`src/design/ldhd_pkg.sv`:
```
// Shared types, widths and constants for the luma DC inverse Hadamard block.
package ldhd_pkg;

   localparam int COEFF_WIDTH = 16;
   localparam int OUT_W       = 36;

   localparam int F1_W   = COEFF_WIDTH + 2;
   localparam int F2_W   = COEFF_WIDTH + 4;
   localparam int LS_W   = 13;
   localparam int PROD_W = F2_W + LS_W + 1;
   localparam int SAT_W  = (PROD_W + 5 > OUT_W + 1) ? PROD_W + 5 : OUT_W + 1;

   localparam int  N_COEFF  = 16;
   localparam int  N_SCALE  = 6;
   localparam int  CSR_IW   = 3;

   // qp / 6 as (qp * 43) >> 8, exact for every 6-bit qp
   localparam int  DIV6_MUL   = 43;
   localparam int  DIV6_SHIFT = 8;

   localparam logic [3:0] QDIV_SHL_MIN = 4'd6;
   localparam logic [3:0] QDIV_RND_TOP = 4'd5;
   localparam logic [3:0] LAST_IDX     = 4'd15;

   localparam longint OUT_MAX = 64'sd34359738367;
   localparam longint OUT_MIN = -64'sd34359738368;

   // bit (row * 4 + col) set where the 4x4 Hadamard matrix holds -1
   localparam logic [N_COEFF-1:0] HADA_NEG = 16'hA6C0;

   localparam logic [CSR_IW-1:0] CSR_LEVEL_SCALE_M0 = 3'd0;
   localparam logic [CSR_IW-1:0] CSR_LEVEL_SCALE_M1 = 3'd1;
   localparam logic [CSR_IW-1:0] CSR_LEVEL_SCALE_M2 = 3'd2;
   localparam logic [CSR_IW-1:0] CSR_LEVEL_SCALE_M3 = 3'd3;
   localparam logic [CSR_IW-1:0] CSR_LEVEL_SCALE_M4 = 3'd4;
   localparam logic [CSR_IW-1:0] CSR_LEVEL_SCALE_M5 = 3'd5;

   typedef logic [LS_W-1:0] level_scale_type;
   typedef level_scale_type [N_SCALE-1:0] scale_set_type;

   localparam scale_set_type SCALE_RESET = {13'd288, 13'd256, 13'd224,
                                            13'd208, 13'd176, 13'd160};

   typedef logic [COEFF_WIDTH-1:0] coeff_type;
   typedef coeff_type [N_COEFF-1:0] coeff_block_type;

   typedef struct packed {
      logic signed [COEFF_WIDTH-1:0] coeff_in;
      logic [5:0]                    quant_param;
      logic                          block_end;
   } req_word_type;

   typedef struct packed {
      logic signed [OUT_W-1:0] dc_value;
      logic                    run_last;
   } rsp_word_type;

   typedef struct packed {
      logic [3:0] qdiv;
      logic [2:0] qmod;
   } job_type;

   typedef struct packed {
      logic    push;
      job_type job;
   } job_push_type;

endpackage

```
`src/design/ldhd_front.sv`:
```
// Front end: takes coefficient words, fills the store, queues a job per block end.
module ldhd_front import ldhd_pkg::*; (
   input  logic            clock,
   input  logic            reset,
   input  logic            start,
   output logic            busy,
   input  req_word_type    req_word,
   input  logic            job_taken,
   output job_push_type    job_push,
   output coeff_block_type store
);

   coeff_block_type store_ff, store_in;
   logic [3:0]      fill_ff, fill_in;
   logic            pending_ff, pending_in;
   logic            accept;
   logic [11:0]     qp_mul;
   logic [3:0]      qdiv;
   logic [5:0]      qdiv6;

   assign accept = start && !pending_ff;
   assign busy   = pending_ff;
   assign store  = store_ff;

   // classify qp into shift and scale select
   always_comb begin
      qp_mul = 12'(req_word.quant_param) * 12'(DIV6_MUL);
      qdiv   = qp_mul[DIV6_SHIFT +: 4];
      qdiv6  = {2'b00, qdiv} * 6'd6;
      job_push.job.qdiv = qdiv;
      job_push.job.qmod = 3'(req_word.quant_param - qdiv6);
      job_push.push     = accept && req_word.block_end;
   end

   always_comb begin
      store_in   = store_ff;
      fill_in    = fill_ff;
      pending_in = pending_ff;
      if (job_taken) begin
         pending_in = 1'b0;
      end
      if (accept) begin
         store_in[fill_ff] = req_word.coeff_in;
         if (req_word.block_end) begin
            fill_in    = '0;
            pending_in = 1'b1;
         end else begin
            fill_in = fill_ff + 4'd1;
         end
      end
   end

   always_ff @(posedge clock) begin
      store_ff <= store_in;
      if (reset) begin
         fill_ff    <= '0;
         pending_ff <= 1'b0;
      end else begin
         fill_ff    <= fill_in;
         pending_ff <= pending_in;
      end
   end

endmodule

```
`src/design/ldhd_queue.sv`:
```
// Two-entry job queue between the front end and the transform back end.
module ldhd_queue import ldhd_pkg::*; (
   input  logic         clock,
   input  logic         reset,
   input  job_push_type job_push,
   input  logic         pop,
   output logic         q_valid,
   output job_type      q_job
);

   job_type    slot_ff [2];
   job_type    slot_in [2];
   logic       wr_ptr_ff, wr_ptr_in;
   logic       rd_ptr_ff, rd_ptr_in;
   logic [1:0] count_ff, count_in;
   logic       do_push, do_pop;

   assign q_valid = (count_ff != 2'd0);
   assign q_job   = slot_ff[rd_ptr_ff];
   assign do_push = job_push.push && (count_ff != 2'd2);
   assign do_pop  = pop && q_valid;

   always_comb begin
      slot_in   = slot_ff;
      wr_ptr_in = wr_ptr_ff;
      rd_ptr_in = rd_ptr_ff;
      count_in  = count_ff;
      if (do_push) begin
         slot_in[wr_ptr_ff] = job_push.job;
         wr_ptr_in          = ~wr_ptr_ff;
      end
      if (do_pop) begin
         rd_ptr_in = ~rd_ptr_ff;
      end
      priority if (do_push && !do_pop) begin
         count_in = count_ff + 2'd1;
      end else if (do_pop && !do_push) begin
         count_in = count_ff - 2'd1;
      end else begin
         count_in = count_ff;
      end
   end

   always_ff @(posedge clock) begin
      slot_ff <= slot_in;
      if (reset) begin
         wr_ptr_ff <= 1'b0;
         rd_ptr_ff <= 1'b0;
         count_ff  <= '0;
      end else begin
         wr_ptr_ff <= wr_ptr_in;
         rd_ptr_ff <= rd_ptr_in;
         count_ff  <= count_in;
      end
   end

endmodule

```
`src/design/ldhd_back.sv`:
```
// Back end: two Hadamard passes, then a serial scale / shift / saturate pipeline.
module ldhd_back import ldhd_pkg::*; (
   input  logic            clock,
   input  logic            reset,
   input  logic            q_valid,
   input  job_type         q_job,
   output logic            pop,
   input  coeff_block_type store,
   input  scale_set_type   scale,
   output logic            rsp_strobe,
   output rsp_word_type    rsp_word
);

   typedef enum logic [1:0] {ST_IDLE, ST_ROWS, ST_EMIT} state_type;

   localparam logic signed [SAT_W-1:0] SAT_HI = SAT_W'(OUT_MAX);
   localparam logic signed [SAT_W-1:0] SAT_LO = SAT_W'(OUT_MIN);

   state_type                state_ff, state_in;
   job_type                  job_ff, job_in;
   logic [3:0]               count_ff, count_in;
   logic signed [F1_W-1:0]   f1_ff [N_COEFF];
   logic signed [F1_W-1:0]   f1_in [N_COEFF];
   logic signed [F1_W-1:0]   col_sum [N_COEFF];
   logic signed [F2_W-1:0]   line_ff [N_COEFF];
   logic signed [F2_W-1:0]   line_in [N_COEFF];
   logic signed [F2_W-1:0]   row_sum [N_COEFF];
   logic signed [LS_W:0]     ls_s;
   logic signed [PROD_W-1:0] prod_in, prod_ff;
   logic                     mul_vld_in, mul_vld_ff;
   logic                     mul_last_in, mul_last_ff;
   logic [3:0]               mul_qdiv_ff;
   logic signed [SAT_W-1:0]  wide, rnd, shifted;
   rsp_word_type             rsp_in, rsp_ff;
   logic                     rsp_vld_ff;

   // first pass: column transform H * C
   always_comb begin
      logic signed [F1_W-1:0] acc;
      logic signed [F1_W-1:0] cx;
      for (int i = 0; i < 4; i++) begin
         for (int j = 0; j < 4; j++) begin
            acc = '0;
            for (int k = 0; k < 4; k++) begin
               cx  = F1_W'($signed(store[k*4 + j]));
               acc = HADA_NEG[i*4 + k] ? acc - cx : acc + cx;
            end
            col_sum[i*4 + j] = acc;
         end
      end
   end

   // second pass: row transform F1 * H
   always_comb begin
      logic signed [F2_W-1:0] acc;
      logic signed [F2_W-1:0] fx;
      for (int i = 0; i < 4; i++) begin
         for (int j = 0; j < 4; j++) begin
            acc = '0;
            for (int k = 0; k < 4; k++) begin
               fx  = F2_W'(f1_ff[i*4 + k]);
               acc = HADA_NEG[k*4 + j] ? acc - fx : acc + fx;
            end
            row_sum[i*4 + j] = acc;
         end
      end
   end

   assign ls_s = $signed({1'b0, scale[job_ff.qmod]});

   always_comb begin
      state_in    = state_ff;
      job_in      = job_ff;
      count_in    = count_ff;
      f1_in       = f1_ff;
      line_in     = line_ff;
      pop         = 1'b0;
      mul_vld_in  = 1'b0;
      mul_last_in = 1'b0;
      prod_in     = line_ff[0] * ls_s;
      unique case (state_ff)
         ST_IDLE: begin
            if (q_valid) begin
               pop      = 1'b1;
               job_in   = q_job;
               f1_in    = col_sum;
               state_in = ST_ROWS;
            end
         end
         ST_ROWS: begin
            line_in  = row_sum;
            count_in = '0;
            state_in = ST_EMIT;
         end
         ST_EMIT: begin
            mul_vld_in  = 1'b1;
            mul_last_in = (count_ff == LAST_IDX);
            for (int n = 0; n < N_COEFF - 1; n++) begin
               line_in[n] = line_ff[n + 1];
            end
            count_in = count_ff + 4'd1;
            if (count_ff == LAST_IDX) begin
               state_in = ST_IDLE;
            end
         end
         default: state_in = ST_IDLE;
      endcase
   end

   // scale stage output: shift by qp/6, round, clamp
   always_comb begin
      wide = SAT_W'(prod_ff);
      rnd  = '0;
      if (mul_qdiv_ff >= QDIV_SHL_MIN) begin
         shifted = wide <<< 3'(mul_qdiv_ff - QDIV_SHL_MIN);
      end else begin
         rnd     = SAT_W'(1) <<< 3'(QDIV_RND_TOP - mul_qdiv_ff);
         shifted = (wide + rnd) >>> 3'(QDIV_SHL_MIN - mul_qdiv_ff);
      end
      priority if (shifted > SAT_HI) begin
         rsp_in.dc_value = OUT_W'(SAT_HI);
      end else if (shifted < SAT_LO) begin
         rsp_in.dc_value = OUT_W'(SAT_LO);
      end else begin
         rsp_in.dc_value = shifted[OUT_W-1:0];
      end
      rsp_in.run_last = mul_last_ff;
   end

   always_ff @(posedge clock) begin
      job_ff      <= job_in;
      f1_ff       <= f1_in;
      line_ff     <= line_in;
      prod_ff     <= prod_in;
      mul_last_ff <= mul_last_in;
      mul_qdiv_ff <= job_ff.qdiv;
      rsp_ff      <= rsp_in;
      if (reset) begin
         state_ff   <= ST_IDLE;
         count_ff   <= '0;
         mul_vld_ff <= 1'b0;
         rsp_vld_ff <= 1'b0;
      end else begin
         state_ff   <= state_in;
         count_ff   <= count_in;
         mul_vld_ff <= mul_vld_in;
         rsp_vld_ff <= mul_vld_ff;
      end
   end

   assign rsp_strobe = rsp_vld_ff;
   assign rsp_word   = rsp_ff;

endmodule

```
`src/design/luma_dc_hadamard_dequant_top.sv`:
```
// Top level of the Intra 16x16 luma DC inverse Hadamard and dequantization block.
//   Input words (coefficient, qp, block end) are taken at each rising edge where
//   start is high and busy is low. Send the sixteen DC coefficients of a
//   macroblock in raster order; mark the sixteenth with block_end and put the
//   block's qp on that same word.
//   After a block-end word, busy holds high until the back end snapshots the
//   coefficient store: one cycle when the back end is idle, longer while it still
//   emits the previous block. The next block's words may follow once busy drops.
//   Results: with the back end idle, the block-end word passes the queue and the
//   snapshot, row-pass, multiply and output registers; then the sixteen words
//   show on rsp_word with rsp_strobe high, one word per cycle; run_last marks the
//   sixteenth. Streamed back to back, the block rate is set by the back end: a
//   snapshot state, a row-pass state and an emit state through the single serial
//   multiply/scale path; it takes the next block only once idle. Results cannot be
//   held off: each word is valid for exactly one cycle.
//   Level-scale registers sit on the csr_ port (index 0..5, always ready);
//   write them only while the block is idle. Writes to other indexes are dropped.
//   Reset (synchronous) empties the queue and pipeline, clears the fill count and
//   restores the level-scale defaults; the store itself is not cleared.
module luma_dc_hadamard_dequant_top import ldhd_pkg::*; (
   input  logic              clock,
   input  logic              reset,
   input  logic              start,
   output logic              busy,
   input  req_word_type      req_word,
   output logic              rsp_strobe,
   output rsp_word_type      rsp_word,
   input  logic              csr_valid,
   output logic              csr_ready,
   input  logic [CSR_IW-1:0] csr_index,
   input  logic [LS_W-1:0]   csr_data
);

   scale_set_type   scale_ff, scale_in;
   job_push_type    job_push;
   job_type         q_job;
   logic            q_valid;
   logic            pop;
   coeff_block_type store;

   assign csr_ready = 1'b1;

   // level-scale register file: one word per qp mod 6
   always_comb begin
      scale_in = scale_ff;
      if (csr_valid) begin
         unique case (csr_index)
            CSR_LEVEL_SCALE_M0: scale_in[0] = csr_data;
            CSR_LEVEL_SCALE_M1: scale_in[1] = csr_data;
            CSR_LEVEL_SCALE_M2: scale_in[2] = csr_data;
            CSR_LEVEL_SCALE_M3: scale_in[3] = csr_data;
            CSR_LEVEL_SCALE_M4: scale_in[4] = csr_data;
            CSR_LEVEL_SCALE_M5: scale_in[5] = csr_data;
            default: ;
         endcase
      end
   end

   always_ff @(posedge clock) begin
      if (reset) begin
         scale_ff <= SCALE_RESET;
      end else begin
         scale_ff <= scale_in;
      end
   end

   // front: store fill and job classification
   ldhd_front u_front (
      .clock     (clock),
      .reset     (reset),
      .start     (start),
      .busy      (busy),
      .req_word  (req_word),
      .job_taken (pop),
      .job_push  (job_push),
      .store     (store)
   );

   // decouple front and back
   ldhd_queue u_queue (
      .clock    (clock),
      .reset    (reset),
      .job_push (job_push),
      .pop      (pop),
      .q_valid  (q_valid),
      .q_job    (q_job)
   );

   // back: transform, scale, emit
   ldhd_back u_back (
      .clock      (clock),
      .reset      (reset),
      .q_valid    (q_valid),
      .q_job      (q_job),
      .pop        (pop),
      .store      (store),
      .scale      (scale_ff),
      .rsp_strobe (rsp_strobe),
      .rsp_word   (rsp_word)
   );

endmodule

```
`config.mk`:
```
export PLATFORM = sky130hd
export DESIGN_NAME = luma_dc_hadamard_dequant_top
export DESIGN_NICKNAME = d
export VERILOG_FILES = /design/src/design/ldhd_pkg.sv /design/src/design/ldhd_front.sv /design/src/design/ldhd_queue.sv /design/src/design/ldhd_back.sv /design/src/design/luma_dc_hadamard_dequant_top.sv
export SDC_FILE = /design/constraint.sdc
export NUM_CORES = 2
export LEC_CHECK = 0
export CORE_MARGIN = 2
export CORE_UTILIZATION = 43
export DETAILED_ROUTE_END_ITERATION = 10
export DONT_BUFFER_PORTS = 1
export PLACE_DENSITY = 0.56
export SLEW_MARGIN = 20
export SYNTH_ARGS = -nofsm -noshare
export SYNTH_HDL_FRONTEND = slang
export SYNTH_SLANG_ARGS = --single-unit
```
`constraint.sdc`:
```
create_clock -name clock -period 18.44 [get_ports clock]
set_input_delay 1.844 -clock clock [delete_from_list [all_inputs] [get_ports clock]]
set_output_delay 1.844 -clock clock [all_outputs]
set_load 0.01 [all_outputs]
```
# Yosys cells after proc, flatten, opt, wreduce, memory -nomap -nowiden
# Index checks and enable logic that the tools add are counted.
dict set report word_totals {
  elab_cells 244
  ff_bits 1056
  out_inout_bits 40
  mem_bits_ro 0
  latch_bits 0
  mem_count 0
  mem_bits_rw 0
}
dict set report op_classes {
  order_cmp 9
  n_shift 3
  n_bitwise 4
  addsub 89
  mul 3
  div_mod_pow 0
  n_eq_ne 11
  muxes 27
  reduce_logical 24
}
# cell count
set ops {}
lappend ops {{case mux 300 bit (2 select lines)} 1}
lappend ops {{bitwise mux 256 bit} 1}
lappend ops {{adder 19 x 18 -> 20 bit} 8}
lappend ops {{adder 20 x 18 -> 20 bit} 8}
lappend ops {{subtractor 19 x 18 -> 20 bit} 8}
lappend ops {{subtractor 20 x 18 -> 20 bit} 8}
lappend ops {{adder 17 x 16 -> 18 bit} 8}
lappend ops {{adder 18 x 16 -> 18 bit} 8}
lappend ops {{subtractor 17 x 16 -> 18 bit} 8}
lappend ops {{subtractor 18 x 16 -> 18 bit} 8}
lappend ops {{adder 18 x 18 -> 19 bit} 4}
lappend ops {{subtractor 18 x 18 -> 19 bit} 4}
lappend ops {{adder 16 x 16 -> 17 bit} 4}
lappend ops {{subtractor 16 x 16 -> 17 bit} 4}
lappend ops {{demux 16 bit (select 4 bit)} 1}
lappend ops {{adder 34 x 39 -> 39 bit} 1}
lappend ops {{binary-select mux 13 bit (select 3 bit)} 1}
lappend ops {{> comparator 39 x 36 -> 1 bit, second input constant} 1}
lappend ops {{< comparator 39 x 36 -> 1 bit, second input constant} 1}
lappend ops {{2-to-1 mux 39 bit} 1}
lappend ops {{<<< shifter 2 x 3 -> 39 bit, first input constant} 1}
lappend ops {{<<< shifter 34 x 3 -> 39 bit} 1}
lappend ops {{>>> shifter 39 x 3 -> 39 bit} 1}
lappend ops {{2-to-1 mux 36 bit} 1}
lappend ops {{other kinds (41)} 78}

# Depth between registers and ports, before layout
dict set report logic_depth {
  word_depth 8
  ltp_mapped 31
}

# Modules after synthesis
# Synthesis repeated with hierarchy kept, for this count alone.
dict set report unflattened {
  cells_unflattened 10345
  hier_area_um2 101268.4
}
# module area_per_inst_um2 n_inst seq_area_each_um2 cells_per_inst
set modules_own_cells {}
lappend modules_own_cells {ldhd_back 88797.7 1 20149.3 9634}
lappend modules_own_cells {ldhd_front 8709.6 1 7787.5 385}
lappend modules_own_cells {luma_dc_hadamard_dequant_top 3060.4 1 1561.5 280}
lappend modules_own_cells {ldhd_queue 700.7 1 500.5 46}

# Worst setup path before layout
# No wires, ideal clock.
dict set report synth_path {
  kind {register -> register}
  from {register u_back.state_ff[0]}
  to {register u_back.count_ff[2]}
  t_arrival_ps 7778
  slack_ps 10535
  setup_time_ps 128
  path_stages_with_launch 6
  path_cell_list {dfxtp_1 inv_1 ha_1 o21ai_0 a21oi_1 nor2_1}
}
dict set report synth_between {
  elab_chain_len 2
  word_cells_on_any_way 4
}
# item line_no
set synth_lines {}
lappend synth_lines {{start, declared} ldhd_back.sv:19} ;# state_type state_ff, state_in;
lappend synth_lines {{start signal, assigned} ldhd_back.sv:144} ;# state_ff <= state_in;
lappend synth_lines {{equality test 2 bit / equality test 2 x 1 -> 1 bit (equally long branches)} ldhd_back.sv:81} ;# unique case (state_ff)
lappend synth_lines {{case mux 4 bit (2 select lines) / nonzero test 2 bit (equally long branches)} --}
lappend synth_lines {{end signal, assigned} ldhd_back.sv:145} ;# count_ff <= count_in;
lappend synth_lines {{end, declared} ldhd_back.sv:21} ;# logic [3:0] count_ff, count_in;
# Parallel ways exist; a longest one is shown, timed or not.
# A chain may end at the register's enable or synchronous reset.

# Worst setup path in the final report
dict set report layout_path {
  from {register u_back.job_ff[1] in the netlist's numbering}
  to {register u_back.prod_ff[32]}
}
dict set report layout_between {
  elab_chain_len 3
}
# item line_no
set layout_lines {}
lappend layout_lines {{start, declared} ldhd_back.sv:20} ;# job_type job_ff, job_in;
lappend layout_lines {{start signal, assigned} ldhd_back.sv:131} ;# job_ff <= job_in;
lappend layout_lines {{binary-select mux 13 bit (select 3 bit)} ldhd_back.sv:69} ;# assign ls_s = $signed({1'b0, scale[job_ff.qmod]});
lappend layout_lines {{2-to-1 mux 13 bit (not written as such)} ldhd_back.sv:69}
lappend layout_lines {{multiplier 20 x 14 -> 34 bit} ldhd_back.sv:80} ;# prod_in = line_ff[0] * ls_s;
lappend layout_lines {{named net u_back.prod_in[32]} ldhd_back.sv:29} ;# logic signed [PROD_W-1:0] prod_in, prod_ff;
lappend layout_lines {{end signal, assigned} ldhd_back.sv:134} ;# prod_ff <= prod_in;
lappend layout_lines {{end, declared} ldhd_back.sv:29}
# The timed path passes the listed nets, and every way through them passes these cells. The select of a mux whose other input is x is not followed.

==> impl_metrics.ini <==
[outcome]
status = complete, no violations

[timing]
slew_headroom_pct = 20.31
min_period_ns = 7.729
tightest_slew_ns = 1.185
setup_viol = 0
fin_setup_tns_ns = 0
finalCritPeriodShare_pct = 41.92
final_max_slew_viol_count = 0
rsz0062_at_grt = no
finalHoldViolCount = 0
hold_ws_ns = 0.3550
fmax_mhz = 129.4
clock_skew_ns = 0.04758

[floorplanning]
die_h_um = 485.2
core_area_um2 = 230100
die_w_um = 485.2
ios = 83
dieArea_um2 = 235400
rows = 176
initial_core_util_pct = 43.26

[clock_tree]
cts_tree = yes
clk_latency_ns = 0.82
post_cts_resized = 0
postCtsHoldBufs = 0
clockBufferDepth = 3
cts_buffers = 138
cts-root-buf = clkbuf_16
htree_levels = 4
cts_setup_buffers = 0
clk_pin_slew_ns = 0.06
cts.sinks = 1055

[yosys]
ys_ff_latch = 1055
synth_edf_count = 884
ys_top_cells_by_area = edfxtp_1 (27%), fa_1 (17%), ha_1 (12%), inv_1 (5.5%), xnor2_1 (4.6%)
yosysUniqueCellTypes = 92
synth_top_area_share_pct = 26.67
synth_cells = 10190
synth_ff_type = edfxtp_1
ys_warn_count = 0
synth_nets = 12080
synth_top_cell_by_area = edfxtp_1
syn_area_um2 = 99550
syn_area_per_cell_um2 = 9.770
synth_seq_area_share_pct = 30.11
synthArstFlopShare_pct = 0

[critical_path]
critical_path_class = reg -> reg
cp_slowest_cell = edfxtp_1
cp_data_arrival_time_ns = 8.40
cp.buffers_inverters = 5
crit_required_ns = 19.11
crit_path_start_kind = flip-flop
cp_max_fo = 20
crit_top_cell = fa_1
crit_family = adder cells
slowest_delay_ns = 0.85
r2r-start = u_back.job_ff[1]
crit_start = u_back.job_ff[1]
end_kind = flip-flop

[global_routing]
antenna_found_initial = 20
grt_start_max_net_pins = 96
gr-usage-met2_pct = 46.26
grt_pass1_wl_um = 444400
grt_use_met1_pct = 29.05
gr-max-usage-layer = met2
grt_pass1_vias = 75430
track_usage_pct = 24.82
grt-ovfl-total = 0
met3_usage_pct = 2.861

[finish]
nets = 12020
drive_gt1_share_pct = 4.218
area_growth_pct = 8.004
fin_area_um2 = 107500

[routing]
dr.pass1.iters = 6
num_vias = 72060
first_iter_violations = 4239
ant_nets = 0
post_drt_wl_per_cell_um = 22.13
drc = 0
viasPerCell = 5.426
wl_um = 293900

[placed_design]
routabilityCongestion = 0.9148
dpl_cell_area_um2 = 103000
post-dp-hpwl_um = 235400
portBuffers = 0

[job]
max-cap-violations = 0

[worst_hold_path]
min_from = u_back.job_ff[3]
hold_class = reg -> reg
## state kept, by name, summed over array words and instances, names as in the netlist, 7 cells and up
signal and count:
u_back.job_ff 7, u_queue.slot_ff 14, u_front.store 256, u_back.prod_ff 34, u_back.f1_ff 287, scale_ff 78, u_back.rsp_word 37, u_back.line_ff 320
## worst register-to-register path: stages, from the launching register on
cell	delay (ns)
edfxtp_1	0.85
nand2b_1	0.59
nor2_1	0.11
a21oi_1	0.14
buf_4	0.32
nor2b_1	0.12
fa_1	0.55
inv_1	0.05
fa_1	0.47
inv_1	0.06
fa_1	0.48
fa_1	0.51
fa_1	0.49
inv_1	0.05
fa_1	0.50
inv_1	0.05
ha_1	0.34
and4_1	0.26
nand2_1	0.09
nor3_1	0.23
nand4b_1	0.15
nand3_1	0.14
o21a_1	0.25
o21ai_0	0.40
a211o_1	0.20
a21oi_1	0.07
xnor2_1	0.13
## cell families (layout without fill, tap and decap cells)
group / Yosys count / in the layout / share of synthesized area [%]
compound gates: 2128 / 2128 / 13.44
xor+xnor: 780 / 780 / 6.863
fa+ha+maj: 1843 / 1843 / 29.58
buf+inv: 1750 / 1803 / 6.645
flops: 1055 / 1055 / 30.11
mux: 132 / 132 / 1.631
other cells: 1 / 14 / 0.003767
simple gates: 2500 / 2500 / 11.73
## final cells by class
| class | instances | area, um^2 |
|---|---|---|
| fill | 21480 | 122600 |
| inverter | 1472 | 5533 |
| multi-input combinational | 7384 | 63090 |
| clock inverter | 67 | 721.9 |
| timing repair buffer | 80 | 600.6 |
| antenna | 13 | 32.53 |
| sequential | 1055 | 29970 |
| clock buffer | 184 | 3780 |
| tap | 3026 | 3786 |
## placed cells by master (no fill, tap or decap), drive strengths merged, types with 25 or more instances in the layout
master	instances
xor2	262
ha	992
edfxtp	884
a211oi	102
nor3	189
a21oi	625
clkbuf	184
and2	79
mux2i	61
o21a	99
o21ai	580
nand3	148
xnor2	518
or2	28
buf	80
inv	1482
nand2	960
nor2b	216
and3	71
o31ai	53
a21o	142
dfxtp	171
nand3b	28
nor2	527
fa	851
or3	67
a211o	27
mux2	52
o41ai	30
nand4	25
o211ai	55
clkinv	45
o21bai	98
nand2b	97
a31oi	59
## cells in the mapped netlist, drive strengths merged, types with 142 or more instances
| cell type | count |
|---|---|
| a21oi | 625 |
| ha | 992 |
| nor2 | 527 |
| a21o | 142 |
| nand2 | 960 |
| inv | 1472 |
| fa | 851 |
| nand3 | 148 |
| xor2 | 262 |
| nor2b | 216 |
| o21ai | 580 |
| nor3 | 189 |
| dfxtp | 171 |
| xnor2 | 518 |
| clkbuf | 231 |
| edfxtp | 884 |
## metrics by stage
step	utilization [%]	cells	setup WS [ns]
finish	46.72	13280	10.71
global route	46.71	13270	10.19
CTS	46.71	13270	10.66
detailed placement	44.75	13020	10.71
global placement	44.74	13020	10.78
floorplan	-	10190	10.53
## final timing paths
kind                            slack (ns)  cells past startpoint                    end
worst max register to register       10.71                     26     u_back.prod_ff[32]
worst max-delay path                 10.71                     26     u_back.prod_ff[32]
worst min register to register        0.36                      0  u_back.mul_qdiv_ff[0]
worst min-delay path                  0.36                      0  u_back.mul_qdiv_ff[0]
## routing by layer
| layer | vias up | wire, um |
|---|---|---|
| met5 | - | 27 |
| li1 | 34250 | - |
| met3 | 508 | 12050 |
| met4 | 4 | 11480 |
| met2 | 1624 | 153100 |
| met1 | 35670 | 117200 |
Power is not shown: default switching activity piles up to over one toggle a cycle in this logic, so the estimate is an artifact.
